<file path="src/hdl/ypfp_pkg.sv">
// ----------------------------------------------------------------------------
// ypfp_pkg
// Types, constants and the arctangent table for the yaw and pitch core.
// ----------------------------------------------------------------------------
package ypfp_pkg;

  localparam int W             = 64;
  localparam int AW            = 36;
  localparam int SCALE         = 24;
  localparam int DEFAULT_STEPS = 20;
  localparam int QUEUE_DEPTH   = 4;
  localparam int QCW           = $clog2(QUEUE_DEPTH + 1);

  localparam logic signed [AW-1:0] DEG90  = AW'(64'd90 << SCALE);
  localparam logic signed [AW-1:0] DEG180 = AW'(64'd180 << SCALE);
  localparam logic signed [AW-1:0] DEG270 = AW'(64'd270 << SCALE);
  localparam logic signed [AW-1:0] DEG360 = AW'(64'd360 << SCALE);
  localparam logic signed [AW-1:0] YAW_MAX   = AW'(64'd23592960);
  localparam logic signed [AW-1:0] PITCH_LIM = AW'(64'd5898240);

  typedef struct packed {
    logic signed [W-1:0]  yx;
    logic signed [W-1:0]  yy;
    logic signed [W-1:0]  zx;
    logic signed [AW-1:0] yz0;
    logic                 yaw_fix;
    logic signed [AW-1:0] yaw_val;
    logic                 pitch_fix;
    logic signed [AW-1:0] pitch_val;
    logic                 dz_pos;
    logic                 degen;
  } work_t;

  typedef struct packed {
    logic signed [W-1:0]  ax;
    logic signed [W-1:0]  ay;
    logic signed [W-1:0]  bx;
    logic signed [W-1:0]  by;
    logic signed [AW-1:0] yz;
    logic signed [AW-1:0] pz;
    logic                 yaw_fix;
    logic signed [AW-1:0] yaw_val;
    logic                 pitch_fix;
    logic signed [AW-1:0] pitch_val;
    logic                 dz_pos;
    logic                 degen;
  } stage_t;

  function automatic logic signed [AW-1:0] atan_q24(input int idx);
    longint unsigned acc;
    longint unsigned term;
    longint unsigned r32;
    longint unsigned p;
    int k;
    acc = 64'd0;
    if (idx == 0) begin
      return AW'(64'd45 << SCALE);
    end
    for (k = 1; idx * k < 62; k += 2) begin
      term = (64'd1 << 62) >> (idx * k);
      term = term / 64'(k);
      if (((k >> 1) & 1) != 0) begin
        acc = acc - term;
      end else begin
        acc = acc + term;
      end
    end
    r32 = (acc + (64'd1 << 29)) >> 30;
    p = (r32 * 64'd961263669 + (64'd1 << 31)) >> 32;
    return AW'(p);
  endfunction

endpackage

</file>
<file path="src/hdl/ypfp_queue.sv">
// ----------------------------------------------------------------------------
// ypfp_queue
// Short queue of classified items between the front and the CORDIC pipeline.
// ----------------------------------------------------------------------------
module ypfp_queue (
  input  logic                     clk,
  input  logic                     rst,
  input  logic                     push,
  input  ypfp_pkg::work_t          push_data,
  input  logic                     pop,
  output logic                     q_valid,
  output ypfp_pkg::work_t          head,
  output logic [ypfp_pkg::QCW-1:0] q_count
);
  import ypfp_pkg::*;

  localparam int PW = $clog2(QUEUE_DEPTH);

  work_t            mem [QUEUE_DEPTH];
  logic [PW-1:0]    wr_ptr, rd_ptr;
  logic [QCW-1:0]   count;
  logic             do_pop;

  assign q_valid = count != '0;
  assign q_count = count;
  assign head    = mem[rd_ptr];
  assign do_pop  = pop && q_valid;

  always_ff @(posedge clk) begin
    if (rst) begin
      wr_ptr <= '0;
      rd_ptr <= '0;
      count  <= '0;
    end else begin
      if (push) begin
        wr_ptr <= wr_ptr + PW'(1);
      end
      if (do_pop) begin
        rd_ptr <= rd_ptr + PW'(1);
      end
      count <= count + QCW'(push) - QCW'(do_pop);
    end
  end

  always_ff @(posedge clk) begin
    if (push) begin
      mem[wr_ptr] <= push_data;
    end
  end

endmodule

</file>
<file path="config.mk">
export PLATFORM = sky130hd
export DESIGN_NAME = ypfp_queue
export DESIGN_NICKNAME = d
export VERILOG_FILES = /design/src/hdl/ypfp_pkg.sv /design/src/hdl/ypfp_queue.sv
export SDC_FILE = /design/constraint.sdc
export NUM_CORES = 1
export LEC_CHECK = 0
export ABC_CLOCK_PERIOD_IN_PS = 20000
export BUFFER_PORTS_ARGS = -buffer_cell sky130_fd_sc_hd__buf_4
export CORE_ASPECT_RATIO = 1.75
export CORE_MARGIN = 3
export CORE_UTILIZATION = 60
export DETAILED_ROUTE_END_ITERATION = 8
export GPL_TIMING_DRIVEN = 0
export HOLD_SLACK_MARGIN = 0.02
export PLACE_DENSITY = 0.83
export SYNTH_ARGS = -nofsm -noshare
export SYNTH_HDL_FRONTEND = slang
export SYNTH_SLANG_ARGS = --single-unit
</file>
<file path="constraint.sdc">
create_clock -name clk -period 20 [get_ports clk]
set_input_delay 2 -clock clk [delete_from_list [all_inputs] [get_ports clk]]
set_output_delay 2 -clock clk [all_outputs]
set_load 0.02 [all_outputs]
</file>
* Word-level counts from Yosys, hierarchy flattened
Memories as Yosys holds them, arrays and structs flattened. A register that Yosys moved wholly into a read port is not among the register bits. Cells that the tools add are included.
Storage, ports and cells: register bits after elaboration 7, memories kept 1, input port bits 308, logic and storage cells 14, output and inout port bits 308, memory bits (writable) 1216
Cells by class: mux-type cells 4, add/sub/neg operators 4, reductions and logical operators 2
Memory list:
- mem | words 4, bits a word 304, rd ports 1, clocked after Yosys merged registers in 1, write ports 1, line ypfp_queue.sv:19 | work_t mem [QUEUE_DEPTH];
Operator list (number):
- $add 2x1->2 const B | 2
- $mux 2 | 2
- $add 3x1->3 | 1
- $reduce_bool 3->1 | 1
- $sub 3x1->3 | 1
- $mux 1 | 2
- $logic_and 1x1->1 | 1

* Logic depth before layout (Yosys ltp)
Gate-level depths: netlist (run 1).
word-level depth 4, mapped depth 7, depth with buffers taken out 7

* Worst setup path before layout (run 1)
Ideal clock, no wire load.
path type input-to-reg, start point in push, end point mem mem[0][0] in the netlist's numbering, enable pin, arrival 8.856 ns, data required time 19.297 ns, stages on the path 1, slack 10.441 ns, setup time 0.703 ns, path through and2_1
On the way: cells in the longest elaborated chain, start to end 2
Ends and longest elaborated chain:
- start: declaration | line ypfp_queue.sv:8 | input logic push,
- $mux 1 | line ypfp_queue.sv:46 | if (push) begin
- $mux 1 (not written as such) | line ypfp_queue.sv:47 | mem[wr_ptr] <= push_data;
- end: declaration | line ypfp_queue.sv:19
Every way passes these cells.

==> results.cfg, run 1 <==
[run_status]
outcome = completed

[clocking]
clk_pin_slew_ns = 0.06
cts_buffers = 100
cts_resized = 0
clk_latency_ns = 0.70
cts_post_setup_buffers_inserted = 0
cts_sinks = 1225
cts_hold_buf = 0
htreeDepth = 3
cts_tree = built
clk_path_buf_depth = 3
root_buffer = clkbuf_16

[sta]
hold_viol_final = 0
relSlewSlack_pct = 34.4
max_slew.worst_pin.slew_ns = 0.984
hold_ws_ns = 0.575
final.setup.tns_ns = 0
setup_viol = 0
drv_slew = 0
fin_worst_skew_ns = 0.0319
period_needed_ns = 5.07
fin_crit_sh_pct = 25.3
rsz0062_at_grt = no
clock.fmax_mhz = 197
setup_ws_ns = 14.93

[power]
power.density_nw_per_um2 = 119
leakagePower_uw = 0.0185
max-vdd-ir-drop_v = 0.0000964

[synthesis]
ys_ff_latch = 1225
yosysWarnings = 0
yosysMostFrequentCell = edfxtp_1
synth.area.top_cells = edfxtp_1, mux4_2, mux4_1
synth_nets = 1948
synthArstFlopShare_pct = 0
synth.top_cell.area_share_pct = 81.7
synth_top_area_cell = edfxtp_1
synthFlopType = edfxtp_1
synth.cells.most_frequent = edfxtp_1, mux4_2, mux4_1
syn_inst = 1633
netlist_area_um2 = 44700
ys_seq_area_share_pct = 82.1
synth_area_per_cell_um2 = 27.4
synth_edf_count = 1216
synth_cell_types = 21

[critical_path]
rrSetupSlack_ns = 17.11
crit_path_frequent_cell = buf_2
regToRegEndpoint = mem[2][279]
cp.arrival_ns = 3.07
ff2ff_path_depth = 7
required_ns = 18.00
endpoint = head[181]
crit_path_start_kind = flop
path_cells = buf_2 > clkbuf_1 > buf_2 > mux4_2 > buf_4
slowest_stage = clkbuf_1
crit_path_end_kind = primary output
slowest_delay_ns = 0.77
path_max_fanout = 10
critPathKind = flop to primary output
r2r_start = wr_ptr[0]

[cells_and_area]
fillers = 3734
fin_nets = 2688
seqCellArea_um2 = 36700
areaGrowthSynthToFinish_pct = 22.0
drive_above_1_share_pct = 43.6
final_cell_area_um2 = 54500
multiInputGateArea_um2 = 7460

[grt]
overflow = 0
grt_pass1_vias = 22400
grt_usage_pct = 26.9
antenna_found_initial = 22
grt_max_degree = 63
grt_pass1_wl_mm = 151

[route]
wirelength_mm = 104
firstDrtPassIters = 7
vias = 20900
via_per_inst = 6.15
drcViolationCount = 0
antenna_left = 0
drt_iter0_drc = 1958
post_drt_wl_per_cell_um = 30.5

[placed_design]
numPortBuffers = 614
hpwl_mm = 65.6
dp_slack_ns = 15.54
gp_congestion = 0.771
place_area_um2 = 51100

[min_path]
hold_class = flop to flop
holdCritStartpoint = wr_ptr[1]

[job]
drv_cap = 0

[floorplanning]
rows = 131
num_io_pins = 616
start_util_pct = 60.9
dieHeight_um = 367
coreArea_um2 = 73400
die_area_um2 = 77900
die_w_um = 212
[power by group]
| part | total (uW) | internal, uW | switching [uW] |
|---|---|---|---|
| Sequential | 2990 | 2950 | 34.8 |
| Combinational | 1470 | 676 | 799 |
| Clock | 2010 | 1120 | 889 |
| Total | 6470 | 4750 | 1720 |
[worst min path at each step]
stage	end	slack, ns	cells after the start
final	wr_ptr[1]	0.58	2
after global routing	wr_ptr[0]	0.62	2
after CTS	wr_ptr[1]	0.57	2
after detailed placement	wr_ptr[1]	0.56	2
after global placement	wr_ptr[1]	0.54	2
after floorplan	wr_ptr[1]	0.51	2
[registers in the layout, summed over array words and instances (netlist names), named ones only]
register	count
q_count	3
rd_ptr	2
wr_ptr	2
mem	1216
[metrics by stage]
stage                     utilization (%)  std cells  total power, uW
after global routing                 74.2       3405             6670
after CTS                            74.2       3387             6530
after floorplan                         -       1633             3930
after global placement               68.7       3178             4520
final                                74.2       3407             6470
after detailed placement             69.6       3202             4510
[layer usage]
layer | share of wire [%] | GRT usage [%] | wire length, um
met1 | 33 | 31.8 | 34800
met2 | 52 | 45.6 | 54200
met3 | 11 | 9.09 | 11000
met4 | 3.8 | 10.8 | 3970
met5 | 0.045 | 0 | 47
[area by class of cell]
cell class,count,area share [%]
plain buffers,69,0.982
clock buffers,117,4.86
well taps,931,2.14
diodes,20,0.0918
multi-input cells,333,13.7
repair buffers,638,9.60
flip-flops and latches,1225,67.3
inverters,6,0.0413
clock inverters,68,1.29
[logic make-up (layout without fill, tap and decap cells)]
| family | count (synthesis) | after routing | synth area share [%] |
|---|---|---|---|
| adders and majority gates | 7 | 7 | 0.213 |
| DFF | 1225 | 1225 | 82.1 |
| muxes | 308 | 308 | 16.2 |
| xor gates and xnor gates | 2 | 2 | 0.0728 |
| other | 0 | 20 | 0 |
| and+or+nand+nor | 14 | 14 | 0.168 |
| AOI/OAI and AO/OA | 2 | 2 | 0.0392 |
| buffers and inverters | 75 | 898 | 1.25 |
[cell usage in the layout, fill, tap and decap left out, types with 5 or more instances in the layout]
cell | Yosys | routed
buf_4 | 0 | 614
clkinv_1 | 0 | 22
bufinv_16 | 0 | 13
mux4_2 | 214 | 214
clkbuf_16 | 0 | 104
clkinv_2 | 0 | 18
clkinvlp_4 | 0 | 6
ha_1 | 6 | 6
buf_2 | 32 | 32
diode_2 | 0 | 20
edfxtp_1 | 1216 | 1216
dfxtp_1 | 9 | 9
buf_16 | 0 | 19
mux4_1 | 90 | 90
nor2_1 | 5 | 5
inv_1 | 6 | 6
clkbuf_1 | 7 | 20
buf_12 | 0 | 5
buf_6 | 27 | 27
[critical path, delay by kind of cell (launching register included)]
kind / cells / cell delay, ns
multiplexers: 1 / 0.40
buffers and inverters: 4 / 1.66
flip-flops: 1 / 0.32
Note: power is estimated with default switching activity, not from simulation.
==> inputs of run 2 (changes only) <==
--- a/config.mk
+++ b/config.mk
@@ -5,15 +5,16 @@
 export SDC_FILE = /design/constraint.sdc
 export NUM_CORES = 1
 export LEC_CHECK = 0
-export ABC_CLOCK_PERIOD_IN_PS = 20000
+export ABC_AREA = 1
+export ABC_CLOCK_PERIOD_IN_PS = 4200
 export BUFFER_PORTS_ARGS = -buffer_cell sky130_fd_sc_hd__buf_4
 export CORE_ASPECT_RATIO = 1.75
 export CORE_MARGIN = 3
-export CORE_UTILIZATION = 60
+export CORE_UTILIZATION = 52
 export DETAILED_ROUTE_END_ITERATION = 8
 export GPL_TIMING_DRIVEN = 0
 export HOLD_SLACK_MARGIN = 0.02
-export PLACE_DENSITY = 0.83
+export PLACE_DENSITY = 0.76
 export SYNTH_ARGS = -nofsm -noshare
 export SYNTH_HDL_FRONTEND = slang
 export SYNTH_SLANG_ARGS = --single-unit
==> constraint.sdc (replaced) <==
create_clock -name clk -period 4.2 [get_ports clk]
set_input_delay 0.42 -clock clk [delete_from_list [all_inputs] [get_ports clk]]
set_output_delay 0.42 -clock clk [all_outputs]
set_load 0.02 [all_outputs]
==> run 2 against run 1 <==
Core utilization down 6.1 points. Clock-buffer cell count up 3. Sequential cell count unchanged. Hold slack worse by 0.47 ns. Register-to-register slack got worse by 16 ns. Global-route usage up 1.1 points. Non-clock buffer count is 454 higher. Die area increased by 16%. Clock skew down 0.017 ns. Largest cell class unchanged.
==> results.cfg, run 2 <==
[synthesis]
yosysMostFrequentCell = edfxtp_1
synth_area_per_cell_um2 = 15.1
yosysWarnings = 0
ys_seq_area_share_pct = 81.1
synth.top_cell.area_share_pct = 80.7
synthArstFlopShare_pct = 0
synth.cells.most_frequent = edfxtp_1, nor2_1, o21ai_0
syn_inst = 3001
synth_nets = 3316
synth_top_area_cell = edfxtp_1
synth_cell_types = 21
ys_ff_latch = 1225
synth_edf_count = 1216
synth.area.top_cells = edfxtp_1, o21ai_0, nor2_1
netlist_area_um2 = 45300
synthFlopType = edfxtp_1

[route]
wirelength_mm = 131
vias = 30700
drcViolationCount = 0
drt_iter0_drc = 3047
post_drt_wl_per_cell_um = 24.6
via_per_inst = 5.78
firstDrtPassIters = 6
antenna_left = 0

[sta]
clock.fmax_mhz = 283
max_slew.worst_pin.slew_ns = 0.754
fin_crit_sh_pct = 84.0
hold_viol_final = 0
period_needed_ns = 3.53
rsz0062_at_grt = no
relSlewSlack_pct = 49.6
fin_worst_skew_ns = 0.0148
setup_viol = 0
drv_slew = 0
hold_ws_ns = 0.107

[critical_path]
endpoint = head[47]
critPathKind = flop to primary output
crit_path_end_kind = primary output
path_max_fanout = 10
rrSetupSlack_ns = 1.48
required_ns = 3.78
cp.arrival_ns = 3.11
ff2ff_path_depth = 9
regToRegEndpoint = mem[2][140]
r2r_start = wr_ptr[0]
crit_path_start_kind = flop

[cells_and_area]
multiInputGateArea_um2 = 7460
fin_nets = 4379
largest_reg_flops = 1216
final_util_pct = 68.1
seqCellArea_um2 = 36700
fillers = 5506
layout_commonest_cell = edfxtp_1
layout.cells.non_filler = 5317
areaGrowthSynthToFinish_pct = 29.5
top_register = mem
mostFrequentLayoutCells = edfxtp_1, buf_4, nor2_1
drive_above_1_share_pct = 21.7

[grt]
antenna_found_initial = 21
grt_usage_pct = 28.0
grt_pass1_vias = 31500
overflow = 0
grt_pass1_wl_mm = 192
grt_max_degree = 37

[floorplanning]
rows = 142
die_area_um2 = 90800
die_w_um = 229
start_util_pct = 52.6
num_io_pins = 616
dieHeight_um = 396
coreArea_um2 = 86000

[placed_design]
place_inst = 4806
gp_congestion = 0.815
numPortBuffers = 615
hpwl_mm = 82.1

[clocking]
cts_resized = 0
root_buffer = clkbuf_16
clk_path_buf_depth = 3
clk_pin_slew_ns = 0.06
cts_buffers = 102
clk_latency_ns = 0.69
cts_post_setup_buffers_inserted = 0
cts_sinks = 1225
htreeDepth = 3
cts_tree = built
cts_hold_buf = 306

[power]
power.density_nw_per_um2 = 563
leakagePower_uw = 0.0206
max-vdd-ir-drop_v = 0.000526
power_uw = 33000

[run_status]
outcome = completed

[min_path]
hold_class = primary input to flop

[job]
drv_cap = 0
run 2: changes by cell type after synthesis, sizes merged, moves of 2 or more:
cell	change
a21oi	+5
and2	-4
buf	+15
clkbuf	+118
inv	+12
mux2	-3
mux4	-304
nand2	+12
nand3	+2
nor2	+610
nor2b	-4
o21ai	+610
o22ai	+304
run 2: report_power, final:
group	internal, uW	switching, uW
clock network	5270	4290
registers	14000	123
logic	3140	6170
run 2: final cells by class:
class / instances / share of cell area (%)
Sequential cell: 1225 / 62.6
Timing Repair Buffer: 959 / 14.4
Multi-Input combinational cell: 1556 / 12.7
Clock buffer: 120 / 4.63
Tap cell: 1152 / 2.46
Buffer: 202 / 1.79
Clock inverter: 66 / 1.12
Inverter: 18 / 0.149
Antenna cell: 19 / 0.0811
run 2: per-stage QoR:
stage	setup TNS, ns	cell area, um2	setup WS, ns
3_3_place_gp	-6191.49	51400	-5.26
5_1_grt	0	58600	0.652
6_report	0	58600	0.671
3_5_place_dp	0	52100	1.47
4_1_cts	0	58500	0.704
2_1_floorplan	-1634.14	45300	-1.35
run 2: logic make-up after synthesis:
| group | count (synthesis) | share of synthesized area [%] |
|---|---|---|
| AND/OR/NAND/NOR | 629 | 5.22 |
| adder cells (fa/ha/maj) | 7 | 0.210 |
| flip-flops | 1225 | 81.1 |
| buffers and inverters | 220 | 2.47 |
| AO/OA/AOI/OAI | 920 | 11.0 |
run 2: worst min path at each step:
| stage | from | to | cells past startpoint | slack [ns] |
|---|---|---|---|---|
| 6_report | push | wr_ptr[0] | 3 | 0.11 |
| 5_1_grt | push | wr_ptr[0] | 3 | 0.09 |
| 4_1_cts | push | wr_ptr[1] | 3 | 0.05 |
| 3_5_place_dp | wr_ptr[1] | wr_ptr[1] | 2 | 0.48 |
| 3_3_place_gp | rd_ptr[0] | rd_ptr[0] | 2 | 0.47 |
| 2_1_floorplan | rd_ptr[0] | flop | 2 | 0.45 |
run 2: metal layers:
layer	up-vias	share of wire, %	track usage [%]
li1	13500	-	-
met1	15200	36	33.5
met2	1700	52	49.2
met3	250	9.3	6.50
met4	8	3.5	10.9
met5	-	0.041	0
run 2: worst max-delay path: stages, from the launching register on:
cell and delay (ns):
dfxtp_1 0.29, buf_2 0.20, inv_2 0.22, buf_2 0.43, clkbuf_1 0.53, o21ai_0 0.22
o22ai_1 0.30, buf_4 0.21
