--- src/hdl/ypfp_pkg.sv ---
// ----------------------------------------------------------------------------
// ypfp_pkg
// Types, constants and the arctangent table for the yaw and pitch core.
// ----------------------------------------------------------------------------
package ypfp_pkg;

  localparam int W             = 64;
  localparam int AW            = 36;
  localparam int SCALE         = 24;
  localparam int DEFAULT_STEPS = 20;
  localparam int QUEUE_DEPTH   = 4;
  localparam int QCW           = $clog2(QUEUE_DEPTH + 1);

  localparam logic signed [AW-1:0] DEG90  = AW'(64'd90 << SCALE);
  localparam logic signed [AW-1:0] DEG180 = AW'(64'd180 << SCALE);
  localparam logic signed [AW-1:0] DEG270 = AW'(64'd270 << SCALE);
  localparam logic signed [AW-1:0] DEG360 = AW'(64'd360 << SCALE);
  localparam logic signed [AW-1:0] YAW_MAX   = AW'(64'd23592960);
  localparam logic signed [AW-1:0] PITCH_LIM = AW'(64'd5898240);

  typedef struct packed {
    logic signed [W-1:0]  yx;
    logic signed [W-1:0]  yy;
    logic signed [W-1:0]  zx;
    logic signed [AW-1:0] yz0;
    logic                 yaw_fix;
    logic signed [AW-1:0] yaw_val;
    logic                 pitch_fix;
    logic signed [AW-1:0] pitch_val;
    logic                 dz_pos;
    logic                 degen;
  } work_t;

  typedef struct packed {
    logic signed [W-1:0]  ax;
    logic signed [W-1:0]  ay;
    logic signed [W-1:0]  bx;
    logic signed [W-1:0]  by;
    logic signed [AW-1:0] yz;
    logic signed [AW-1:0] pz;
    logic                 yaw_fix;
    logic signed [AW-1:0] yaw_val;
    logic                 pitch_fix;
    logic signed [AW-1:0] pitch_val;
    logic                 dz_pos;
    logic                 degen;
  } stage_t;

  function automatic logic signed [AW-1:0] atan_q24(input int idx);
    longint unsigned acc;
    longint unsigned term;
    longint unsigned r32;
    longint unsigned p;
    int k;
    acc = 64'd0;
    if (idx == 0) begin
      return AW'(64'd45 << SCALE);
    end
    for (k = 1; idx * k < 62; k += 2) begin
      term = (64'd1 << 62) >> (idx * k);
      term = term / 64'(k);
      if (((k >> 1) & 1) != 0) begin
        acc = acc - term;
      end else begin
        acc = acc + term;
      end
    end
    r32 = (acc + (64'd1 << 29)) >> 30;
    p = (r32 * 64'd961263669 + (64'd1 << 31)) >> 32;
    return AW'(p);
  endfunction

endpackage

--- src/hdl/ypfp_front.sv ---
// ----------------------------------------------------------------------------
// ypfp_front
// Accepts point pairs, forms the difference and classifies the axis cases.
// ----------------------------------------------------------------------------
module ypfp_front (
  input  logic                     clk,
  input  logic                     rst,
  input  logic                     in_valid,
  output logic                     in_stall,
  input  logic signed [31:0]       src_x,
  input  logic signed [31:0]       src_y,
  input  logic signed [31:0]       src_z,
  input  logic signed [31:0]       dst_x,
  input  logic signed [31:0]       dst_y,
  input  logic signed [31:0]       dst_z,
  input  logic [ypfp_pkg::QCW-1:0] q_count,
  output logic                     push,
  output ypfp_pkg::work_t          push_data
);
  import ypfp_pkg::*;

  logic                 f_valid;
  work_t                f_next;
  logic signed [32:0]   dx, dy, dz, adz;
  logic signed [W-1:0]  sx, sy, bx, by;
  logic                 hz;
  logic [QCW:0]         occ;

  assign occ      = {1'b0, q_count} + (QCW+1)'(f_valid);
  assign in_stall = occ >= (QCW+1)'(QUEUE_DEPTH);
  assign push     = f_valid;

  always_comb begin
    dx  = {src_x[31], src_x} - {dst_x[31], dst_x};
    dy  = {src_y[31], src_y} - {dst_y[31], dst_y};
    dz  = {src_z[31], src_z} - {dst_z[31], dst_z};
    adz = (dz < 0) ? -dz : dz;
    sx  = W'(dx) <<< SCALE;
    sy  = -(W'(dy) <<< SCALE);
    hz  = (dx == 0) && (dy == 0);
    bx  = sy;
    by  = sx;
    f_next.yz0 = '0;
    if (sy < 0) begin
      if (sx >= 0) begin
        bx = sx;
        by = -sy;
        f_next.yz0 = DEG90;
      end else begin
        bx = -sx;
        by = sy;
        f_next.yz0 = -DEG90;
      end
    end
    f_next.yx      = bx;
    f_next.yy      = by;
    f_next.zx      = W'(adz) <<< SCALE;
    f_next.yaw_fix = (dx == 0) || (dy == 0);
    if (hz) begin
      f_next.yaw_val = DEG180;
    end else if (dx == 0) begin
      f_next.yaw_val = (dy < 0) ? DEG180 : DEG360;
    end else begin
      f_next.yaw_val = (dx > 0) ? DEG270 : DEG90;
    end
    f_next.pitch_fix = hz || (dz == 0);
    if (dz == 0) begin
      f_next.pitch_val = '0;
    end else begin
      f_next.pitch_val = (dz > 0) ? -DEG90 : DEG90;
    end
    f_next.dz_pos = dz > 0;
    f_next.degen  = hz && (dz == 0);
  end

  always_ff @(posedge clk) begin
    if (rst) begin
      f_valid <= 1'b0;
    end else begin
      f_valid <= in_valid && !in_stall;
    end
  end

  always_ff @(posedge clk) begin
    if (in_valid && !in_stall) begin
      push_data <= f_next;
    end
  end

endmodule

--- config.mk ---
export PLATFORM = sky130hd
export DESIGN_NAME = ypfp_front
export DESIGN_NICKNAME = d
export VERILOG_FILES = /design/src/hdl/ypfp_pkg.sv /design/src/hdl/ypfp_front.sv
export SDC_FILE = /design/constraint.sdc
export NUM_CORES = 1
export LEC_CHECK = 0
export BUFFER_PORTS_ARGS = -buffer_cell sky130_fd_sc_hd__buf_2
export CORE_AREA = 2 2 196 198
export CTS_BUF_LIST = sky130_fd_sc_hd__clkbuf_8
export CTS_CLUSTER_DIAMETER = 80
export DETAILED_ROUTE_END_ITERATION = 10
export DIE_AREA = 0 0 198 200
export PLACE_DENSITY = 0.76
export SYNTH_ARGS = -nofsm -noshare
export SYNTH_HDL_FRONTEND = slang
export SYNTH_SLANG_ARGS = --single-unit
--- constraint.sdc ---
create_clock -name clk -period 7.5 [get_ports clk]
set_input_delay 1.875 -clock clk [delete_from_list [all_inputs] [get_ports clk]]
set_output_delay 1.875 -clock clk [all_outputs]
set_load 0.02 [all_outputs]
# Word-level counts from Yosys, hierarchy flattened
# Cells that the tools add are included.
[classes] magnitude_cmp=7 mux=10 reduce_logical=9 add_sub_neg=8
[op_table] op="$mux W64" n=4
[op_table] op="$mux W33" n=4
[op_table] op="$neg A57 Y64" n=2
[op_table] op="$logic_not A33 Y1" n=3
[op_table] op="$sub A32 B32 Y33" n=3
[op_table] op="$mux W36" n=2
[op_table] op="$gt A33 B1 Y1 const B" n=2
[op_table] op="$lt A33 B1 Y1 const B" n=2
[op_table] op="$lt A64 B1 Y1 const B" n=1
[op_table] op="$neg A64 Y64" n=1
[op_table] op="$ge A57 B1 Y1 const B" n=1
[op_table] op="$neg A33 Y33" n=1
[op_table] op="$add A3 B1 Y4" n=1
[op_table] op="$ge A4 B3 Y1 const B" n=1
[op_table] op="$logic_and A1 B1 Y1" n=3
[op_table] op="$logic_or A1 B1 Y1" n=2
[op_table] op="$logic_not A1 Y1" n=1
[word_totals] regBits=274 output_inout_bits=306 input_bits=198

# Longest topological paths before layout
# Gate-level depths: netlist (run 1).
[depth] ltp_word=5 ltp_mapped=20 depth_no_buf=19

# Worst setup path before layout (run 1)
# No wires, ideal clock.
[synth_timing] path_kind="input-to-reg" start="input port src_z[0]" end="register push_data[168] (netlist name)" stages=18 setup_time_ns=0.267 arrival_time_ns=5.897 path_slack_ns=1.336 n_path_buf=0 t_required_ns=7.233 cell_sequence="inv_1 > ha_1 > inv_1 > fa_1 > a21o_1 > a21oi_1 > o21bai_1 > a21oi_1 > xnor2_1 > a2111oi_2 > nand3_1 > or3_1 > or4b_2 > nor4_1 > nand3_1 > or3_1 > ha_1 > nor2_1"
[synth_between] elab_chain_cells=3
[synth_rtl] element="start, declared" line="ypfp_front.sv:12" source="input logic signed [31:0] src_z,"
[synth_rtl] element="$sub A32 B32 Y33 (*)" line="ypfp_front.sv:36" source="dz = {src_z[31], src_z} - {dst_z[31], dst_z};"
[synth_rtl] element="$neg A33 Y33 / $lt A33 B1 Y1 (equally long branches)" line="ypfp_front.sv:37" source="adz = (dz < 0) ? -dz : dz;"
[synth_rtl] element="$mux W33 (*)" line="ypfp_front.sv:37"
# Every way passes the cells marked *; elsewhere a longest branch is shown, timed or not.
# A chain may end at the register's enable or synchronous reset.

# Worst setup path after layout (run 1)
[layout_timing] start="input port src_y[0]" end="register push_data[230] (netlist bit) (data pin)"
[layout_between] elab_chain_cells=5
[layout_rtl] element="start, declared" line="ypfp_front.sv:11" source="input logic signed [31:0] src_y,"
[layout_rtl] element="$sub A32 B32 Y33 (*)" line="ypfp_front.sv:35" source="dy = {src_y[31], src_y} - {dst_y[31], dst_y};"
[layout_rtl] element="$neg A57 Y64 (*)" line="ypfp_front.sv:39" source="sy = -(W'(dy) <<< SCALE);"
[layout_rtl] element="$neg A64 Y64" line="ypfp_front.sv:47" source="by = -sy;"
[layout_rtl] element="$mux W64" line="ypfp_front.sv:45" source="if (sx >= 0) begin"
[layout_rtl] element="$mux W64 (*)" line="ypfp_front.sv:44" source="if (sy < 0) begin"
[layout_rtl] element="net by[54]" line="ypfp_front.sv:25" source="logic signed [W-1:0] sx, sy, bx, by;"
[layout_rtl] element="end signal, assigned" line="ypfp_front.sv:86" source="push_data <= f_next;"
[layout_rtl] element="end, declared" line="ypfp_front.sv:18" source="output ypfp_pkg::work_t push_data"
# The timed path passes the listed nets; every way through them passes the cells marked *.

==> results of run 1 <==
-- power breakdown --
part | switching, W | leakage (nW) | total (W) | internal [W]
clock network | 0.000299 | 0.225 | 0.000679 | 0.000380
registers | 0.0000382 | 1.26 | 0.000984 | 0.000946
logic | 0.000996 | 6.46 | 0.00155 | 0.000556
-- Yosys cell counts (15+ instances only) --
library cell / count
buf_4: 174
nand2_1: 148
inv_1: 141
edfxtp_1: 131
a21oi_1: 126
o21ai_0: 122
xnor2_1: 107
ha_1: 102
nor2_1: 98
xor2_1: 69
a21o_1: 54
clkbuf_1: 50
nor3_1: 42
nand3_1: 41
and2_1: 31
mux2i_1: 29
or3_1: 25
nand4_1: 24
and3_1: 23
nor4_1: 23
a31oi_1: 21
or2_2: 21
a211oi_1: 20
nor2b_1: 18
o211ai_1: 16
o31ai_1: 15
-- metrics by stage --
step	cells	power, W
floorplan	2032	0.00219
global placement	2669	0.00250
detailed placement	2669	0.00252
CTS	2701	0.00320
global route	2706	0.00340
finish	2706	0.00321
-- kinds of logic (layout without fill, tap and decap cells) --
kind of cell | count (synthesis) | count (layout) | share of synthesized area
other | 1 | 159 | 0.000242
flip-flops | 132 | 132 | 0.255
AO/OA/AOI/OAI | 505 | 505 | 0.217
multiplexers | 32 | 32 | 0.0209
adder cells (fa/ha/maj) | 105 | 105 | 0.0863
buffers and inverters | 379 | 537 | 0.136
AND/OR/NAND/NOR | 548 | 548 | 0.183
XOR/XNOR | 177 | 177 | 0.101
-- layout make-up --
type / instances / area share
multi-input cells: 1521 / 0.574
flip-flops and latches: 132 / 0.227
repair buffers: 362 / 0.106
well taps: 511 / 0.0366
inverters: 143 / 0.0308
clock buffers: 19 / 0.0150
clock inverters: 13 / 0.0105
diodes: 5 / 0.000717
-- final timing paths --
| path | to |
|---|---|
| hold reg to reg | push_data[301] |
| hold / removal | push_data[301] |
| setup reg to reg | push_data[225] |
| setup / recovery | push_data[230] |
-- critical path: cells and delay by family --
kind,cells,cell delay [ns]
compound gates,3,0.93
xor+xnor,3,0.95
fa+ha+maj,2,0.65
buf+inv,2,0.10
mux,1,0.09
simple gates,5,2.00
-- layer usage --
layer | wire length [um] | vias up | track usage | part of all wire
li1 | - | 7081 | - | -
met1 | 19900 | 6742 | 0.293 | 0.43
met2 | 22100 | 637 | 0.375 | 0.48
met3 | 3090 | 66 | 0.0227 | 0.066
met4 | 1370 | 0 | 0.0821 | 0.029
met5 | 0 | - | 0 | 0
-- sequential cells by signal, indices dropped and copies added, names as in the netlist --
register and flops:
push 1, push_data 131
==> results by group, run 1 <==
Floorplanning
  • Starting Density: 0.414
  • Die area: 39600 um2
  • Die height: 200 um
  • I/O pin count: 504
  • Die W: 198 um
  • Standard-cell rows: 71
  • Core area: 37400 um2

STA
  • RSZ-0062 raised after global routing: no
  • Peak Freq: 156 MHz
  • Post-layout minimum cycle time: 6.41 ns
  • Slew Limit Headroom: 0.276
  • Worst hold margin: 1.18 ns
  • PnR worst setup slack: 1.09 ns
  • Tcrit/Tclk final: 0.854
  • Clock skew: 0.0123 ns
  • Final TNS setup: 0 ns
  • Worst slew pin tran: 1.09 ns
  • Slew Limit Fails: 0
  • Setup violators final: 0
  • Final Hold Viols: 0

Cells and area
  • Area Overhead vs Synth: 12.7%
  • Share of cells above drive strength 1: 0.205
  • Most frequent cells in the layout: buf_2 (353), conb_1 (154), nand2_1 (148)
  • FF+latch area: 3950 um2
  • Fin nets: 2480
  • Multi-input logic area: 10000 um2
  • Most common cell after layout, fill and taps aside: buf_2
  • Fin util: 0.467
  • Filler instances: 3661
  • Finished Cell Area: 17500 um2

GRT
  • Vias in the first global route: 12919
  • Tot GR Track Use: 0.221
  • Largest net degree at the start of global routing: 84
  • GRT overflow: 0
  • First-pass GRT wire length: 68.9 mm
  • Initial antenna violation count: 6

Setup path
  • CP max-delay cell: nor4_1
  • Worst setup SP type: primary input
  • Critical-path cell list: buf_2 -> inv_1 -> ha_1 -> fa_1 -> nor2b_1 -> o2111ai_1 -> and3_1 -> o41a_1 -> xor2_1 -> nand3_1 -> nor3_1 -> xor2_1 -> nor4_1 -> a41oi_1 -> xnor2_1 -> mux2i_1
  • R2R Path Start: push
  • Crit path max fanout: 10
  • Crit. End Element: flop
  • CP dominant cell by count: xor2_1
  • Critical Path Start: src_y[0]
  • Delay of the slowest critical-path stage: 0.75 ns
  • CP Data Required Time: 7.69 ns
  • Reg2Reg Setup Slack: 4.94 ns
  • Crit path DAT: 6.59 ns
  • Reg2reg path depth: 3
  • CP Class: primary input to flop

Placed design
  • Hpwl dp: 38.2 mm
  • Post-place setup slack: 0.710 ns
  • Placer congestion estimate: 0.940
  • Placed Area: 17000 um2
  • Port Buf Inserts: 353

Status
  • Status: complete, no violations

Clock network
  • Clk root buf: clkbuf_8
  • Clock sinks: 132
  • Post-CTS sizing: 0
  • CTS tree: yes
  • Post-CTS Setup Inserts: 0
  • CTS max path bufs: 2
  • Clk Latency, worst-skew pair: 0.47 ns
  • Reg clk slew, reported paths: 0.08 ns
  • CTS Hold Bufs: 0
  • CTS buffer count: 17
  • CTS HTree Levels: 4

Power
  • Peak VDD IR: 114 uV
  • Power Density: 184 nW/um2
  • Leakage Power: 7.94 nW

Synthesis
  • Post-synth EDFFs: 131
  • Avg Inst Size Synth: 8.24 um2
  • Yosys cell types: 100
  • Mapped Cells: 1879
  • Async S/R FF share, synth: 0
  • Sequential area share after synthesis: 0.255
  • Cell taking the most area after synthesis: edfxtp_1
  • Most frequently used flop master after synthesis: edfxtp_1
  • Synth top area share: 0.254
  • Syn. warnings: 0
  • Post-Syn Area: 15500 um2
  • Yosys reg bits: 132
  • Leading post-synthesis cells by cell area: edfxtp_1 (25%), buf_4 (8.4%), ha_1 (8.2%), xnor2_1 (6.1%), a21oi_1 (4.1%)

Drt
  • Initial DRC count: 1022
  • Routed len/inst: 17.2 um
  • DRT Wirelength: 46.4 mm
  • Post-route ant nets: 0
  • Remaining DRCs: 0
  • Via/cell ratio: 5.37
  • Vias: 14526
  • Pre-antenna DRT Iters: 6

Flow run
  • Max Cap Viol: 0

Worst hold path
  • Hold wc startpoint: push
  • Hold Path Class: flop to flop
  • Hold Path Depth: 2
Note: power is estimated with default switching activity, not from simulation.
==> inputs of run 2 (changes only) <==
--- a/config.mk
+++ b/config.mk
@@ -11,7 +11,7 @@
 export CTS_CLUSTER_DIAMETER = 80
 export DETAILED_ROUTE_END_ITERATION = 10
 export DIE_AREA = 0 0 198 200
-export PLACE_DENSITY = 0.76
+export PLACE_DENSITY = 0.67
 export SYNTH_ARGS = -nofsm -noshare
 export SYNTH_HDL_FRONTEND = slang
 export SYNTH_SLANG_ARGS = --single-unit
==> results by group, run 2 (synthesis gave the netlist of run 1 again) <==
STA
  • Worst slew pin tran: 1.20 ns
  • Slew Limit Fails: 0
  • Final Hold Viols: 0
  • Final TNS setup: 0 ns
  • Clock skew: 0.00893 ns
  • Slew Limit Headroom: 0.201
  • Tcrit/Tclk final: 0.863
  • Peak Freq: 155 MHz
  • RSZ-0062 raised after global routing: no
  • Post-layout minimum cycle time: 6.47 ns
  • Setup violators final: 0

Drt
  • Remaining DRCs: 0
  • Via/cell ratio: 5.32
  • Vias: 14403
  • Initial DRC count: 1050
  • Routed len/inst: 17.0 um
  • DRT Wirelength: 46.1 mm
  • Pre-antenna DRT Iters: 5
  • Post-route ant nets: 0

Clock network
  • Clk root buf: clkbuf_8
  • CTS tree: yes
  • CTS max path bufs: 2
  • Post-CTS sizing: 0
  • CTS Hold Bufs: 0
  • CTS HTree Levels: 4
  • Clock sinks: 132
  • Clk Latency, worst-skew pair: 0.47 ns
  • CTS buffer count: 17
  • Post-CTS Setup Inserts: 0
  • Reg clk slew, reported paths: 0.08 ns

Power
  • Combinational share of power: 0.485
  • Power Density: 183 nW/um2
  • Final Power: 0.00319 W
  • P_sw: 0.00133 W
  • Pint: 0.00186 W
  • Peak VDD IR: 104 uV
  • Clock power frac: 0.209
  • Leakage Power: 7.94 nW
  • Sw Ratio: 0.417
  • Sequential Power Share: 0.306

Setup path
  • Reg2reg path depth: 3
  • CP Data Required Time: 7.70 ns
  • Critical-path cell list: buf_2 -> inv_1 -> ha_1 -> fa_1 -> nor2b_1 -> o2111ai_1 -> and3_1 -> o41a_1 -> xor2_1 -> nand3_1 -> nor3_1 -> xor2_1 -> nor4_1 -> a41oi_1 -> xnor2_1 -> mux2i_1
  • Delay of the slowest critical-path stage: 0.83 ns
  • CP Class: primary input to flop
  • Worst setup SP type: primary input
  • Crit. End Element: flop
  • Crit path max fanout: 10
  • Worst path top cell family by delay: simple AND/OR/NAND/NOR gates
  • CP max-delay cell: nor4_1
  • CP dominant cell by count: xor2_1
  • Crit path DAT: 6.67 ns
  • Reg2Reg Setup Slack: 4.85 ns
  • Critical R2R Capture: push_data[288]
  • CP Buf/Inv Count: 2
  • R2R Path Start: push

Worst hold path
  • Worst Hold End: push_data[301]
  • Hold wc startpoint: push
  • Hold Path Depth: 2
  • Hold Path Class: flop to flop

GRT
  • Largest net degree at the start of global routing: 85
  • Initial antenna violation count: 5
  • Tot GR Track Use: 0.222
  • Vias in the first global route: 13076
  • GRT overflow: 0
  • First-pass GRT wire length: 69.2 mm

Cells and area
  • Most frequent cells in the layout: buf_2 (353), conb_1 (154), nand2_1 (148)
  • Fin util: 0.467
  • Area Overhead vs Synth: 12.7%
  • Share of cells above drive strength 1: 0.205
  • Fin nets: 2482
  • Finished Cell Area: 17400 um2
  • Final non-filler cell total: 2707
  • Most common cell after layout, fill and taps aside: buf_2
  • Max reg flops: 131
  • Most flop-heavy register: push_data

Floorplanning
  • Standard-cell rows: 71
  • Starting Density: 0.414
  • Die height: 200 um
  • I/O pin count: 504
  • Core area: 37400 um2
  • Die W: 198 um
  • Die area: 39600 um2

Status
  • Status: complete, no violations

Placed design
  • Placed cell count: 2671
  • Hpwl dp: 37.9 mm
  • Placer congestion estimate: 0.897
  • Port Buf Inserts: 353
  • Placed Area: 17000 um2

Flow run
  • Max Cap Viol: 0
[run 2: through the flow]
stage | worst slack (ns) | hold WS [ns]
2_1_floorplan | 1.34 | 1.95
3_3_place_gp | 0.852 | 1.21
3_5_place_dp | 0.661 | 1.26
4_1_cts | 1.19 | 1.28
5_1_grt | 0.676 | 1.33
6_report | 1.03 | 1.23
[run 2: final cells by class]
type                    count  area [um2]
multi-input cells        1521       10000
inverters                 143         537
flip-flops and latches    132        3950
clock inverters            14         188
clock buffers              17         234
diodes                      5        12.5
well taps                 511         639
fillers                  3704       20000
repair buffers            364        1860
[run 2: power by group through the flow]
| stage | combinational, W | clock (W) | sequential [W] |
|---|---|---|---|
| 2_1_floorplan | 0.00112 | 0 | 0.00108 |
| 3_3_place_gp | 0.00150 | 0 | 0.000994 |
| 3_5_place_dp | 0.00153 | 0 | 0.000993 |
| 4_1_cts | 0.00154 | 0.000680 | 0.000977 |
| 5_1_grt | 0.00171 | 0.000701 | 0.000982 |
| 6_report | 0.00155 | 0.000666 | 0.000977 |
[run 2: worst max-delay path by stage]
stage / endpoint / cells past startpoint / start
4_1_cts: push_data[230] / 16 / src_y[0]
3_3_place_gp: push_data[230] / 16 / src_y[0]
5_1_grt: push_data[226] / 16 / src_y[0]
2_1_floorplan: push_data[168] / 18 / src_z[0]
3_5_place_dp: push_data[230] / 16 / src_y[0]
6_report: push_data[230] / 16 / src_y[0]
[run 2: per-layer routing]
| layer | share of wire | up-vias | wire length, um | track usage |
|---|---|---|---|---|
| met5 | 0 | - | 0 | 0 |
| met4 | 0.027 | 0 | 1220 | 0.0771 |
| met3 | 0.059 | 63 | 2710 | 0.0259 |
| met2 | 0.48 | 582 | 22200 | 0.381 |
| met1 | 0.43 | 6674 | 20000 | 0.289 |
| li1 | - | 7084 | - | - |
[run 2: tightest hold or removal path, delay by kind of cell (launching register included)]
family / cells / cell delay [ns]
AO/OA/AOI/OAI: 1 / 0.11
flip-flops: 1 / 0.33
AND/OR/NAND/NOR: 1 / 0.47
==> inputs of run 3 (changes only) <==
--- a/config.mk
+++ b/config.mk
@@ -5,13 +5,12 @@
 export SDC_FILE = /design/constraint.sdc
 export NUM_CORES = 1
 export LEC_CHECK = 0
-export BUFFER_PORTS_ARGS = -buffer_cell sky130_fd_sc_hd__buf_2
 export CORE_AREA = 2 2 196 198
 export CTS_BUF_LIST = sky130_fd_sc_hd__clkbuf_8
 export CTS_CLUSTER_DIAMETER = 80
 export DETAILED_ROUTE_END_ITERATION = 10
 export DIE_AREA = 0 0 198 200
-export PLACE_DENSITY = 0.67
+export DONT_BUFFER_PORTS = 1
 export SYNTH_ARGS = -nofsm -noshare
 export SYNTH_HDL_FRONTEND = slang
 export SYNTH_SLANG_ARGS = --single-unit
==> results by group, run 3 (synthesis gave the netlist of run 1 again) <==
Power
  • Sw Ratio: 0.427
  • Leakage Power: 6.56 nW
  • Sequential Power Share: 0.350
  • Power Density: 197 nW/um2
  • Combinational share of power: 0.434
  • Peak VDD IR: 119 uV
  • Pint: 0.00177 W
  • Clock power frac: 0.216
  • P_sw: 0.00132 W

STA
  • Slew Limit Fails: 0
  • Peak Freq: 159 MHz
  • Final TNS setup: 0 ns
  • Clock skew: 0.0168 ns
  • Tcrit/Tclk final: 0.840
  • Worst slew pin tran: 1.09 ns
  • Slew Limit Headroom: 0.272
  • Worst hold margin: 1.35 ns
  • Post-layout minimum cycle time: 6.30 ns
  • RSZ-0062 raised after global routing: no
  • Setup violators final: 0
  • Final Hold Viols: 0

Setup path
  • Reg2reg path depth: 3
  • Crit path max fanout: 10
  • CP Data Required Time: 7.73 ns
  • Critical R2R Capture: push_data[264]
  • Crit path DAT: 6.53 ns
  • CP Class: primary input to flop
  • Worst setup SP type: primary input
  • Crit. End Element: flop
  • Reg2Reg Setup Slack: 4.77 ns
  • R2R Path Start: push
  • Critical Path Start: src_y[0]
  • Capture point of the critical path: push_data[230]

Clock network
  • Clock sinks: 132
  • CTS HTree Levels: 4
  • Post-CTS sizing: 0
  • Clk root buf: clkbuf_8
  • Reg clk slew, reported paths: 0.09 ns
  • CTS max path bufs: 2
  • CTS buffer count: 17
  • Post-CTS Setup Inserts: 0
  • Clk Latency, worst-skew pair: 0.48 ns
  • CTS Hold Bufs: 0
  • CTS tree: yes

GRT
  • Largest net degree at the start of global routing: 83
  • Initial antenna violation count: 3
  • GRT overflow: 0
  • Vias in the first global route: 11662
  • First-pass GRT wire length: 66.7 mm
  • Tot GR Track Use: 0.219

Floorplanning
  • Die height: 200 um
  • Die W: 198 um
  • Die area: 39600 um2
  • Standard-cell rows: 71
  • Core area: 37400 um2
  • Starting Density: 0.414
  • I/O pin count: 504

Cells and area
  • Most flop-heavy register: push_data
  • Area Overhead vs Synth: 1.49%
  • Fin nets: 2134
  • Share of cells above drive strength 1: 0.0559
  • Most frequent cells in the layout: conb_1 (154), nand2_1 (148), inv_1 (143)
  • Fin util: 0.420
  • Max reg flops: 131
  • Most common cell after layout, fill and taps aside: conb_1

Status
  • Status: complete, no violations

Drt
  • Post-route ant nets: 0
  • Initial DRC count: 722
  • Pre-antenna DRT Iters: 6
  • Routed len/inst: 19.3 um
  • Vias: 12972
  • DRT Wirelength: 45.5 mm
  • Remaining DRCs: 0
  • Via/cell ratio: 5.50

Flow run
  • Max Cap Viol: 0

Placed design
  • Placer congestion estimate: 0.960
  • Port Buf Inserts: 0
  • Hpwl dp: 37.1 mm

Worst hold path
  • Hold Path Class: flop to flop
-- run 3: through the flow --
| step | power [W] | cells | cell area [um2] | setup WS, ns |
|---|---|---|---|---|
| after global placement | 0.00241 | 2323 | 15300 | 0.896 |
| after global routing | 0.00328 | 2358 | 15700 | 0.843 |
| after detailed placement | 0.00242 | 2323 | 15300 | 0.747 |
| final | 0.00309 | 2359 | 15700 | 1.20 |
| after CTS | 0.00310 | 2355 | 15700 | 1.28 |
| after floorplan | 0.00219 | 2032 | 16100 | 1.34 |
-- run 3: critical path, stage by stage --
cell	delay (ns)
inv_1	0.02
ha_1	0.21
fa_1	0.40
nor2b_1	0.25
o2111ai_1	0.29
and3_1	0.30
o41a_1	0.42
xor2_1	0.53
nand3_1	0.43
nor3_1	0.28
xor2_1	0.20
nor4_1	0.78
a41oi_1	0.24
xnor2_1	0.20
mux2i_1	0.09
-- run 3: power by group through the flow --
stage | sequential [W] | clock, W | combinational [W]
CTS | 0.00108 | 0.000684 | 0.00133
floorplan | 0.00108 | 0 | 0.00112
detailed placement | 0.00110 | 0 | 0.00132
global placement | 0.00110 | 0 | 0.00131
finish | 0.00108 | 0.000667 | 0.00134
global route | 0.00109 | 0.000712 | 0.00148
-- run 3: cell type report --
class	count	area [um2]
clock buffer	19	262
sequential	132	3950
fill	3801	21700
clock inverter	13	161
inverter	143	537
antenna	4	10.0
timing repair buffer	16	133
multi-input combinational	1521	10000
tap	511	639
-- run 3: metal layers --
| layer | track usage | up-vias | routed length, um |
|---|---|---|---|
| li1 | - | 6380 | - |
| met4 | 0.0794 | 0 | 1140 |
| met2 | 0.362 | 511 | 21700 |
| met3 | 0.0464 | 55 | 2970 |
| met5 | 0 | - | 0 |
| met1 | 0.281 | 6026 | 19700 |
-- run 3: how the worst min path moves through the flow --
stage               depth (start not counted)             end  start
floorplan                                   1            push    rst
global placement                            2  push_data[301]   push
detailed placement                          2   push_data[75]   push
CTS                                         2  push_data[235]   push
global route                                1            push    rst
finish                                      2  push_data[299]   push
